===== config.mk =====
export PLATFORM = sky130hd
export DESIGN_NAME = battery_pack_mode_controller_flat
export DESIGN_NICKNAME = d
export VERILOG_FILES = /design/src/rtl/bpmc_pkg.sv /design/src/rtl/bpmc_if.sv /design/src/rtl/bpmc_cfg_regs.sv /design/src/rtl/bpmc_core.sv /design/src/rtl/battery_pack_mode_controller.sv /design/src/flat_wrapper.sv
export SDC_FILE = /design/constraint.sdc
export NUM_CORES = 1
export LEC_CHECK = 0
export BUFFER_PORTS_ARGS = -buffer_cell sky130_fd_sc_hd__buf_2
export CAP_MARGIN = 40
export CORE_ASPECT_RATIO = 1.2
export CORE_MARGIN = 2
export CORE_UTILIZATION = 36
export DETAILED_ROUTE_END_ITERATION = 7
export PLACE_DENSITY = 0.49
export SYNTH_ARGS = -nofsm -noshare
export SYNTH_HDL_FRONTEND = slang
export SYNTH_HIERARCHICAL = 1
export SYNTH_SLANG_ARGS = --single-unit

===== constraint.sdc =====
create_clock -name i_clk -period 5.34 [get_ports i_clk]
set_input_delay 1.068 -clock i_clk [delete_from_list [all_inputs] [get_ports i_clk]]
set_output_delay 1.068 -clock i_clk [all_outputs]
set_load 0.01 [all_outputs]

===== src/rtl/bpmc_pkg.sv =====
package bpmc_pkg;

    // Width of all stored timestamps; time math wraps at this width.
    localparam int TIME_WIDTH = 32;

    localparam int SECOND_MS          = 1000;
    localparam int BALANCE_PERIOD_MS  = 200;
    localparam int BALANCE_HOLDOFF_MS = 15000;

    localparam int STEP_W = 6;
    localparam logic [STEP_W-1:0] STEP_REQ_LAST = STEP_W'(10);
    localparam logic [STEP_W-1:0] STEP_SEQ_LAST = STEP_W'(60);

    localparam int CFG_IDX_W  = 3;
    localparam int CFG_DATA_W = 16;

    typedef enum logic [CFG_IDX_W-1:0] {
        CFG_BALANCE_START = 3'd0,
        CFG_BALANCE_HYST  = 3'd1,
        CFG_CHARGE_TARGET = 3'd2,
        CFG_CHARGE_HYST   = 3'd3,
        CFG_OVER_TEMP     = 3'd4,
        CFG_UNDER_VOLT    = 3'd5,
        CFG_OVER_VOLT     = 3'd6,
        CFG_UNDER_DUR     = 3'd7
    } t_cfg_idx;

    typedef enum logic [2:0] {
        MODE_BOOT   = 3'd0,
        MODE_READY  = 3'd1,
        MODE_DRIVE  = 3'd2,
        MODE_CHARGE = 3'd3,
        MODE_ERROR  = 3'd4
    } t_mode;

    typedef enum logic [2:0] {
        ACT_NONE       = 3'd0,
        ACT_REQUEST    = 3'd1,
        ACT_UPDATE     = 3'd2,
        ACT_SEND       = 3'd3,
        ACT_SEND_CLEAR = 3'd4
    } t_action;

    typedef enum logic [1:0] {
        CEND_NONE = 2'd0,
        CEND_FULL = 2'd1,
        CEND_95   = 2'd2
    } t_cend;

    typedef struct packed {
        logic [12:0]        balance_start_mv;
        logic [8:0]         balance_hyst_mv;
        logic [12:0]        charge_target_mv;
        logic [9:0]         charge_hyst_mv;
        logic signed [11:0] over_temp_decic;
        logic [12:0]        under_volt_mv;
        logic [12:0]        over_volt_mv;
        logic [15:0]        under_duration_ms;
    } t_cfg;

    typedef struct packed {
        logic [31:0]        now_ms;
        logic               key_on;
        logic [12:0]        avg_cell_mv;
        logic [12:0]        high_cell_mv;
        logic [12:0]        low_cell_mv;
        logic signed [11:0] high_temp_decic;
    } t_in_beat;

    typedef struct packed {
        t_mode   mode;
        logic    charger_on;
        logic    balancing;
        t_action balance_action;
        t_cend   charge_end;
    } t_out_beat;

endpackage


===== src/rtl/bpmc_if.sv =====
interface bpmc_in_if import bpmc_pkg::*; ();
    logic     valid;
    logic     ready;
    t_in_beat data;

    modport source (output valid, output data, input ready);
    modport sink   (input valid, input data, output ready);
endinterface

interface bpmc_out_if import bpmc_pkg::*; ();
    logic      valid;
    logic      ready;
    t_out_beat data;

    modport source (output valid, output data, input ready);
    modport sink   (input valid, input data, output ready);
endinterface


===== src/rtl/bpmc_cfg_regs.sv =====
module bpmc_cfg_regs import bpmc_pkg::*; (
    input  logic                  i_clk,
    input  logic                  i_rst_n,
    input  logic                  i_cfg_we,
    input  logic [CFG_IDX_W-1:0]  i_cfg_idx,
    input  logic [CFG_DATA_W-1:0] i_cfg_data,
    output t_cfg                  o_cfg
);

    t_cfg r_cfg;

    always_ff @(posedge i_clk) begin
        if (!i_rst_n) begin
            r_cfg.balance_start_mv  <= 13'd3900;
            r_cfg.balance_hyst_mv   <= 9'd5;
            r_cfg.charge_target_mv  <= 13'd4000;
            r_cfg.charge_hyst_mv    <= 10'd110;
            r_cfg.over_temp_decic   <= 12'sd650;
            r_cfg.under_volt_mv     <= 13'd2000;
            r_cfg.over_volt_mv      <= 13'd4250;
            r_cfg.under_duration_ms <= 16'd5000;
        end else if (i_cfg_we) begin
            unique case (t_cfg_idx'(i_cfg_idx))
                CFG_BALANCE_START: r_cfg.balance_start_mv  <= i_cfg_data[12:0];
                CFG_BALANCE_HYST:  r_cfg.balance_hyst_mv   <= i_cfg_data[8:0];
                CFG_CHARGE_TARGET: r_cfg.charge_target_mv  <= i_cfg_data[12:0];
                CFG_CHARGE_HYST:   r_cfg.charge_hyst_mv    <= i_cfg_data[9:0];
                CFG_OVER_TEMP:     r_cfg.over_temp_decic   <= $signed(i_cfg_data[11:0]);
                CFG_UNDER_VOLT:    r_cfg.under_volt_mv     <= i_cfg_data[12:0];
                CFG_OVER_VOLT:     r_cfg.over_volt_mv      <= i_cfg_data[12:0];
                CFG_UNDER_DUR:     r_cfg.under_duration_ms <= i_cfg_data[15:0];
                default: ;
            endcase
        end
    end

    assign o_cfg = r_cfg;

endmodule


===== src/rtl/bpmc_core.sv =====
module bpmc_core import bpmc_pkg::*; (
    input  logic i_clk,
    input  logic i_rst_n,
    input  t_cfg i_cfg,
    bpmc_in_if.sink    i_in,
    bpmc_out_if.source o_out
);

    // input register and result register
    logic      r_in_valid;
    t_in_beat  r_in;
    logic      r_out_valid;
    t_out_beat r_out;

    // controller state
    t_mode                 r_mode,      n_mode;
    logic                  r_bal,       n_bal;
    logic                  r_chg,       n_chg;
    logic [TIME_WIDTH-1:0] r_last_sec,  n_last_sec;
    logic [TIME_WIDTH-1:0] r_last_bal,  n_last_bal;
    logic [TIME_WIDTH-1:0] r_deadline,  n_deadline;
    logic [STEP_W-1:0]     r_step,      n_step;
    t_action               n_action;
    t_cend                 n_cend;

    logic advance;

    logic [TIME_WIDTH-1:0] now;
    logic [TIME_WIDTH-1:0] since_sec, since_bal, past_deadline;
    logic signed [13:0]    spread, charge_lim, full_lim;
    logic                  sec_tick, bal_tick, under_v, deadline_gone;

    assign advance    = r_in_valid && (!r_out_valid || o_out.ready);
    assign i_in.ready = !r_in_valid || advance;

    always_ff @(posedge i_clk) begin
        if (!i_rst_n) begin
            r_in_valid  <= 1'b0;
            r_out_valid <= 1'b0;
        end else begin
            if (i_in.ready) r_in_valid <= i_in.valid;
            if (advance) r_out_valid <= 1'b1;
            else if (o_out.ready) r_out_valid <= 1'b0;
        end
    end

    always_ff @(posedge i_clk) begin
        if (i_in.valid && i_in.ready) r_in <= i_in.data;
        if (advance) begin
            r_out.mode           <= n_mode;
            r_out.charger_on     <= n_chg;
            r_out.balancing      <= n_bal;
            r_out.balance_action <= n_action;
            r_out.charge_end     <= n_cend;
        end
    end

    always_ff @(posedge i_clk) begin
        if (!i_rst_n) begin
            r_mode     <= MODE_BOOT;
            r_bal      <= 1'b0;
            r_chg      <= 1'b0;
            r_last_sec <= '0;
            r_last_bal <= '0;
            r_deadline <= '0;
            r_step     <= '0;
        end else if (advance) begin
            r_mode     <= n_mode;
            r_bal      <= n_bal;
            r_chg      <= n_chg;
            r_last_sec <= n_last_sec;
            r_last_bal <= n_last_bal;
            r_deadline <= n_deadline;
            r_step     <= n_step;
        end
    end

    assign now = TIME_WIDTH'(r_in.now_ms);

    // signed views of the cell data; limits may go below zero
    assign spread     = $signed({1'b0, r_in.high_cell_mv}) - $signed({1'b0, r_in.low_cell_mv});
    assign charge_lim = $signed({1'b0, i_cfg.charge_target_mv})
                      - $signed({4'b0, i_cfg.charge_hyst_mv});
    assign full_lim   = $signed({1'b0, i_cfg.charge_target_mv})
                      - $signed({5'b0, i_cfg.balance_hyst_mv});

    assign since_sec     = now - r_last_sec;
    assign since_bal     = now - r_last_bal;
    assign past_deadline = now - r_deadline;
    assign sec_tick      = since_sec >= TIME_WIDTH'(SECOND_MS);
    assign bal_tick      = since_bal >= TIME_WIDTH'(BALANCE_PERIOD_MS);
    assign under_v       = (r_in.low_cell_mv < i_cfg.under_volt_mv)
                        || (r_in.high_cell_mv < i_cfg.under_volt_mv);
    // strictly past the deadline, wrap-safe
    assign deadline_gone = (past_deadline != '0) && !past_deadline[TIME_WIDTH-1];

    always_comb begin
        n_mode     = r_mode;
        n_bal      = r_bal;
        n_chg      = r_chg;
        n_last_sec = r_last_sec;
        n_last_bal = r_last_bal;
        n_deadline = r_deadline;
        n_step     = r_step;
        n_action   = ACT_NONE;
        n_cend     = CEND_NONE;

        unique case (r_mode)
            MODE_READY: begin
                n_chg = 1'b0;
                if (r_in.avg_cell_mv > i_cfg.balance_start_mv) begin
                    if (spread > $signed({4'b0, i_cfg.balance_hyst_mv, 1'b0}))
                        n_bal = 1'b1;
                    else if (spread <= $signed({5'b0, i_cfg.balance_hyst_mv}))
                        n_bal = 1'b0;
                end else begin
                    n_bal = 1'b0;
                end
                if ($signed({1'b0, r_in.high_cell_mv}) < charge_lim) n_mode = MODE_CHARGE;
                if (r_in.key_on) begin
                    n_bal  = 1'b0;
                    n_mode = MODE_DRIVE;
                end
            end
            MODE_DRIVE: begin
                if (!r_in.key_on) n_mode = MODE_READY;
            end
            MODE_CHARGE: begin
                n_bal = 1'b0;
                n_chg = 1'b1;
                if ((r_in.high_cell_mv > i_cfg.charge_target_mv)
                        || (r_in.high_temp_decic > i_cfg.over_temp_decic)) begin
                    n_cend = ($signed({1'b0, r_in.avg_cell_mv}) > full_lim) ? CEND_FULL
                                                                             : CEND_95;
                    n_chg  = 1'b0;
                    n_mode = MODE_READY;
                end
            end
            MODE_ERROR: begin
                n_chg = 1'b0;
                if ((r_in.low_cell_mv > i_cfg.under_volt_mv)
                        && (r_in.high_cell_mv < i_cfg.over_volt_mv))
                    n_mode = MODE_READY;
            end
            default: begin
                n_chg  = 1'b0;
                n_mode = MODE_READY;
            end
        endcase

        // once-a-second undervoltage watchdog
        if (sec_tick) begin
            n_last_sec = now;
            if (under_v) begin
                if (deadline_gone) n_mode = MODE_ERROR;
            end else begin
                n_deadline = now + TIME_WIDTH'(i_cfg.under_duration_ms);
            end
        end

        // balance sequence, one step per period
        if (bal_tick) begin
            n_last_bal = now;
            if (n_bal && (now > TIME_WIDTH'(BALANCE_HOLDOFF_MS))) begin
                if (r_step < STEP_REQ_LAST) begin
                    n_action = ACT_REQUEST;
                    n_step   = r_step + STEP_W'(1);
                end else if (r_step == STEP_REQ_LAST) begin
                    n_action = ACT_UPDATE;
                    n_step   = r_step + STEP_W'(1);
                end else if (r_step >= STEP_SEQ_LAST) begin
                    n_action = ACT_SEND_CLEAR;
                    n_step   = '0;
                end else begin
                    n_action = ACT_SEND;
                    n_step   = r_step + STEP_W'(1);
                end
            end
        end
    end

    assign o_out.valid = r_out_valid;
    assign o_out.data  = r_out;

`ifndef SYNTHESIS
    a_step_range: assert property (@(posedge i_clk) disable iff (!i_rst_n)
        r_step <= STEP_SEQ_LAST)
        else $error("balance step count out of range");

    a_action_needs_bal: assert property (@(posedge i_clk) disable iff (!i_rst_n)
        r_out_valid && (r_out.balance_action != ACT_NONE) |-> r_out.balancing)
        else $error("balance step without balancing request");

    a_cend_mode: assert property (@(posedge i_clk) disable iff (!i_rst_n)
        r_out_valid && (r_out.charge_end != CEND_NONE)
            |-> (r_out.mode == MODE_READY) || (r_out.mode == MODE_ERROR))
        else $error("charge end reported outside ready or error");

    a_advance_fills: assert property (@(posedge i_clk) disable iff (!i_rst_n)
        advance |=> r_out_valid)
        else $error("result register not loaded after advance");

    a_state_holds: assert property (@(posedge i_clk) disable iff (!i_rst_n)
        !advance |=> $stable(r_mode) && $stable(r_step) && $stable(r_deadline))
        else $error("controller state changed without an item");
`endif

endmodule


===== src/rtl/battery_pack_mode_controller.sv =====
// Battery pack mode controller.
// Input channel i_in: one beat per pass carries the millisecond timestamp, key
// input, average/highest/lowest cell voltage and highest temperature.
// Output channel o_out: exactly one beat per input beat with mode, charger
// enable, balancing request, balance sequence action and charge-end mark.
// Configuration: i_cfg_we/i_cfg_idx/i_cfg_data write one threshold register
// per clock; write only while no beat is in flight.
// Path: an accepted beat is held in the input register and its result is
// loaded into the output register once that register is free or being taken,
// which raises o_out.valid. Throughput: one beat per cycle while o_out.ready
// stays high; the whole mode update is one combinational pass between the
// input register and the result register.
// Stall: when o_out.ready is low the result holds, one more beat may still
// be taken into the input register, then i_in.ready drops.
// Reset (synchronous, i_rst_n low): mode boot, flags and timers cleared,
// thresholds back to defaults, both registers empty.
module battery_pack_mode_controller import bpmc_pkg::*; (
    input  logic                  i_clk,
    input  logic                  i_rst_n,
    input  logic                  i_cfg_we,
    input  logic [CFG_IDX_W-1:0]  i_cfg_idx,
    input  logic [CFG_DATA_W-1:0] i_cfg_data,
    bpmc_in_if.sink               i_in,
    bpmc_out_if.source            o_out
);

    // threshold set; the user keeps it stable between passes, the block does not enforce it
    t_cfg cfg;

    bpmc_cfg_regs u_cfg (
        .i_clk      (i_clk),
        .i_rst_n    (i_rst_n),
        .i_cfg_we   (i_cfg_we),
        .i_cfg_idx  (i_cfg_idx),
        .i_cfg_data (i_cfg_data),
        .o_cfg      (cfg)
    );

    // input register, mode machine, watchdog, balance sequencer, result register
    bpmc_core u_core (
        .i_clk   (i_clk),
        .i_rst_n (i_rst_n),
        .i_cfg   (cfg),
        .i_in    (i_in),
        .o_out   (o_out)
    );

endmodule


===== src/flat_wrapper.sv =====
// flat-port wrapper written by rule: the top's interface ports become plain ports
module battery_pack_mode_controller_flat import bpmc_pkg::*;
  (i_clk, i_rst_n, i_cfg_we, i_cfg_idx, i_cfg_data, i_in_valid, i_in_data, i_in_ready, o_out_valid, o_out_data, o_out_ready);
  bpmc_in_if i_in_i ();
  bpmc_out_if o_out_i ();
  input  logic i_clk;
  input  logic i_rst_n;
  input  logic i_cfg_we;
  input  logic [CFG_IDX_W-1:0] i_cfg_idx;
  input  logic [CFG_DATA_W-1:0] i_cfg_data;
  input wire logic [$bits(i_in_i.valid)-1:0] i_in_valid;
  input wire logic [$bits(i_in_i.data)-1:0] i_in_data;
  output wire logic [$bits(i_in_i.ready)-1:0] i_in_ready;
  output wire logic [$bits(o_out_i.valid)-1:0] o_out_valid;
  output wire logic [$bits(o_out_i.data)-1:0] o_out_data;
  input wire logic [$bits(o_out_i.ready)-1:0] o_out_ready;
  assign i_in_i.valid = i_in_valid;
  assign i_in_i.data = i_in_data;
  assign i_in_ready = i_in_i.ready;
  assign o_out_valid = o_out_i.valid;
  assign o_out_data = o_out_i.data;
  assign o_out_i.ready = o_out_ready;
  battery_pack_mode_controller u_core (.i_clk(i_clk), .i_rst_n(i_rst_n), .i_cfg_we(i_cfg_we), .i_cfg_idx(i_cfg_idx), .i_cfg_data(i_cfg_data), .i_in(i_in_i), .o_out(o_out_i));
endmodule

==> impl_metrics.py <==
metrics = {
    "worst_setup_path": {
        "critical_path.slowest_cell": "nor3b_2",
        "cp.arrival_ps": 5410,
        "cpPeakStageDelay_ps": 750,
        "path_max_fanout": 54,
        "cp.required_ps": 5820,
        "end_kind": "flop",
        "r2r_cells": 16,
        "r2r-start": "u_core/u_core/now[1]$_DFFE_PP_",
        "crit_type": "flop to flop",
        "r2r_end": "u_core/u_core/r_deadline[22]$_SDFFE_PN0P_",
        "start_kind": "flop",
        "cp_cell_sequence": "inv_1 > fa_1 > nand2b_1 > a2111oi_2 > a211oi_2 > nand3b_4 > a2111oi_4 > mux2_1 > o2111ai_1 > a2111oi_2 > nand4_1 > buf_12 > nor3b_2 > buf_12 > nor2_1 > a211oi_2",
        "r2r_setup_slack_ps": 410,
    },
    "cells_and_area": {
        "antennaDiodeCount": 0,
        "fillers": 6154,
        "stdcell_area_um2": 25200,
        "syn2layout_area_growth_pct": 12.8,
        "nets": 3063,
        "layout-drive-gt1-share_pct": 10.4,
    },
    "routing": {
        "dr.pass1.iters": 5,
        "route.detailed.drc": 0,
        "num_vias": 19000,
        "wirelength_um": 70500,
        "viasPerCell": 5.39,
        "avgRoutedWirePerCell_um": 20.0,
        "drtIter0Drc": 898,
        "ant_nets": 0,
    },
    "timing": {
        "final.min_clock_period_ps": 4930,
        "drv_slew": 0,
        "finalSetupViolations": 0,
        "hold_violations": 0,
        "tns_ps": 0,
        "tightest_slew_ps": 862,
        "fin_crit_sh_pct": 92.3,
        "rsz0062_at_grt": "no",
        "relSlewSlack_pct": 42.3,
        "fmax_ghz": 0.203,
        "finClkSkew_ps": 21.3,
    },
    "floorplan": {
        "dieArea_um2": 64000,
        "start_util_pct": 36.5,
        "placeableCoreArea_um2": 61100,
        "die_x_um": 231,
        "row_count": 99,
        "die_h_um": 277,
        "pin_count": 120,
    },
    "synthesis": {
        "yosysWarnings": 6,
        "syn_area_per_cell_um2": 8.61,
        "synth-edff-count": 94,
        "synth_top_cells_by_count": "ha_1 (261), inv_1 (254), nand2_1 (238), a21oi_1 (226), dfxtp_1 (208)",
        "ys_ff_latch": 302,
        "yosys.area.top_type": "dfxtp_1",
        "synth.most_common_cell": "ha_1",
        "synthCells": 2592,
        "seq_area_frac_synth_pct": 31.3,
        "synth.area.top_cells": "dfxtp_1 (19%), ha_1 (15%), edfxtp_1 (13%)",
        "synthArstFlopShare_pct": 0,
        "syn_nets": 2968,
        "synth_top_area_share_pct": 18.7,
        "synth_area_um2": 22300,
        "synth_cell_types": 92,
        "synth_ff_type": "dfxtp_1",
    },
    "clocking": {
        "clk_latency_ps": 580,
        "cts-root-to-sink-buffers": 3,
        "cts_made_buffers": 39,
        "clkSinkCount": 302,
        "tritoncts": "done",
        "hold_buffers": 0,
        "cts_resized": 0,
        "cts-htree-levels": 2,
        "clock-root-buffer": "clkbuf_16",
        "clkTransAtPathRegs_ps": 60,
        "post_cts_buffers": 0,
    },
    "global_route": {
        "antenna_found_initial": 0,
        "grt_pass1_vias": 19100,
        "grt_max_degree": 125,
        "gr-usage-all-layers_pct": 21.7,
        "grt_pass1_wl_um": 109000,
        "gr-total-overflow": 0,
    },
    "power": {
        "p_leak_nw": 10.8,
        "ir_drop_v": 0.000250,
        "powerDensity_nw_per_um2": 269,
    },
    "placed_design": {
        "dpl.hpwl_um": 55000,
        "gp_congestion": 0.892,
        "placed_area_um2": 23900,
        "portBuffers": 119,
    },
    "hold_path": {
        "hold_class": "flop to flop",
        "holdPathStages": 2,
        "hp-start": "u_core/u_core/r_last_bal[29]$_SDFFE_PN0P_",
        "whs_endpoint": "u_core/u_core/r_last_bal[29]$_SDFFE_PN0P_",
    },
    "run_status": {
        "status": "finished, final reports clean",
    },
    "flow_run": {
        "drv_cap": 0,
    },
}
-- worst max-delay path by stage --
stage                                           startpoint                                         to  slack [ps]  cells after the start
after floorplan           u_core/u_core/r_in[25]$_DFFE_PP_       u_core/u_core/r_step[0]$_SDFFE_PN0P_        1500                     21
after CTS                   u_core/u_core/now[1]$_DFFE_PP_  u_core/u_core/r_deadline[22]$_SDFFE_PN0P_         420                     16
final                       u_core/u_core/now[1]$_DFFE_PP_  u_core/u_core/r_deadline[22]$_SDFFE_PN0P_         410                     16
after global placement      u_core/u_core/now[1]$_DFFE_PP_  u_core/u_core/r_deadline[20]$_SDFFE_PN0P_         550                     16
after global routing        u_core/u_core/now[1]$_DFFE_PP_  u_core/u_core/r_deadline[22]$_SDFFE_PN0P_         130                     16
after detailed placement    u_core/u_core/now[1]$_DFFE_PP_  u_core/u_core/r_deadline[22]$_SDFFE_PN0P_         450                     16
-- layout by cell type, fill, tap and decap left out, types with 40 or more instances in the layout --
cell and n:
o21ai_0 109, a21oi_1 226, buf_2 118, nand3_1 73
edfxtp_1 94, nor2_1 143, mux2i_1 143, nor2b_1 82
inv_1 252, dfxtp_1 208, a21o_1 74, nand2_1 238
xnor2_1 65, clkbuf_16 41, ha_1 261, nand4_1 40
-- worst max-delay path, delay by kind of cell, from the launching register on --
kind | cells | cell delay, ps
DFF | 1 | 490
and+or+nand+nor | 5 | 1390
adders and majority gates | 1 | 450
buffers and inverters | 3 | 800
AOI/OAI and AO/OA | 6 | 1280
muxes | 1 | 370
-- power by group --
part	leakage (nW)	internal, W	switching, W
clock network	0.635	0.00157	0.00109
registers	2.61	0.00247	0.0000939
logic	7.53	0.000615	0.000918
-- stage by stage --
stage	total power (W)	hold slack [ps]	util, %	setup slack, ps	instances
floorplan	0.00367	433	-	1500	2592
global placement	0.00412	442	38.9	555	3447
detailed placement	0.00414	446	39.1	450	3454
CTS	0.00685	460	41.2	417	3524
global route	0.00712	479	41.2	132	3524
finish	0.00677	459	41.2	411	3524
-- final cells by class --
cell class	instances	area, µm²	share of cell area (%)
clock buffer	53	1120	4.45
clock inverter	17	163	0.646
inverter	254	953	3.79
multi-input combinational	1924	13900	55.2
sequential	302	6990	27.8
tap	808	1010	4.02
timing repair buffer	166	1050	4.19
-- flip-flops by register name, indices dropped and copies added (netlist names) --
| signal | cells |
|---|---|
| u_core/u_core/r_bal | 1 |
| u_core/u_core/r_in_valid | 1 |
| u_core/u_core/r_chg | 1 |
| u_core/u_core/now | 32 |
| u_core/u_core/r_in | 52 |
| u_core/u_core/r_deadline | 32 |
| u_core/u_core/r_step | 6 |
| u_core/u_core/r_last_sec | 32 |
| u_core/u_core/r_last_bal | 32 |
| u_core/u_core/o_out.valid | 1 |
| u_core/u_cfg/o_cfg | 99 |
| u_core/u_core/r_mode | 3 |
| u_core/u_core/o_out.data | 10 |
-- per-layer routing --
metal  wire length (µm)  vias to the layer above  share of wire [%]  track usage [%]
met3               2000                      129                2.8             2.00
met1              28600                     9006                 41             24.7
met5                  0                        -                  0                0
li1                   -                     9469                  -                -
met2              37100                      381                 53             41.0
met4               2800                        0                4.0             8.95
-- cell families after synthesis --
kind of cell | Yosys count | synth area share [%]
xor gates and xnor gates | 104 | 4.08
DFF | 302 | 31.3
AOI/OAI and AO/OA | 655 | 19.4
adders and majority gates | 268 | 15.3
and+or+nand+nor | 753 | 16.9
buffers and inverters | 366 | 6.57
muxes | 144 | 6.47
Note: power is estimated with default switching activity, not from simulation.
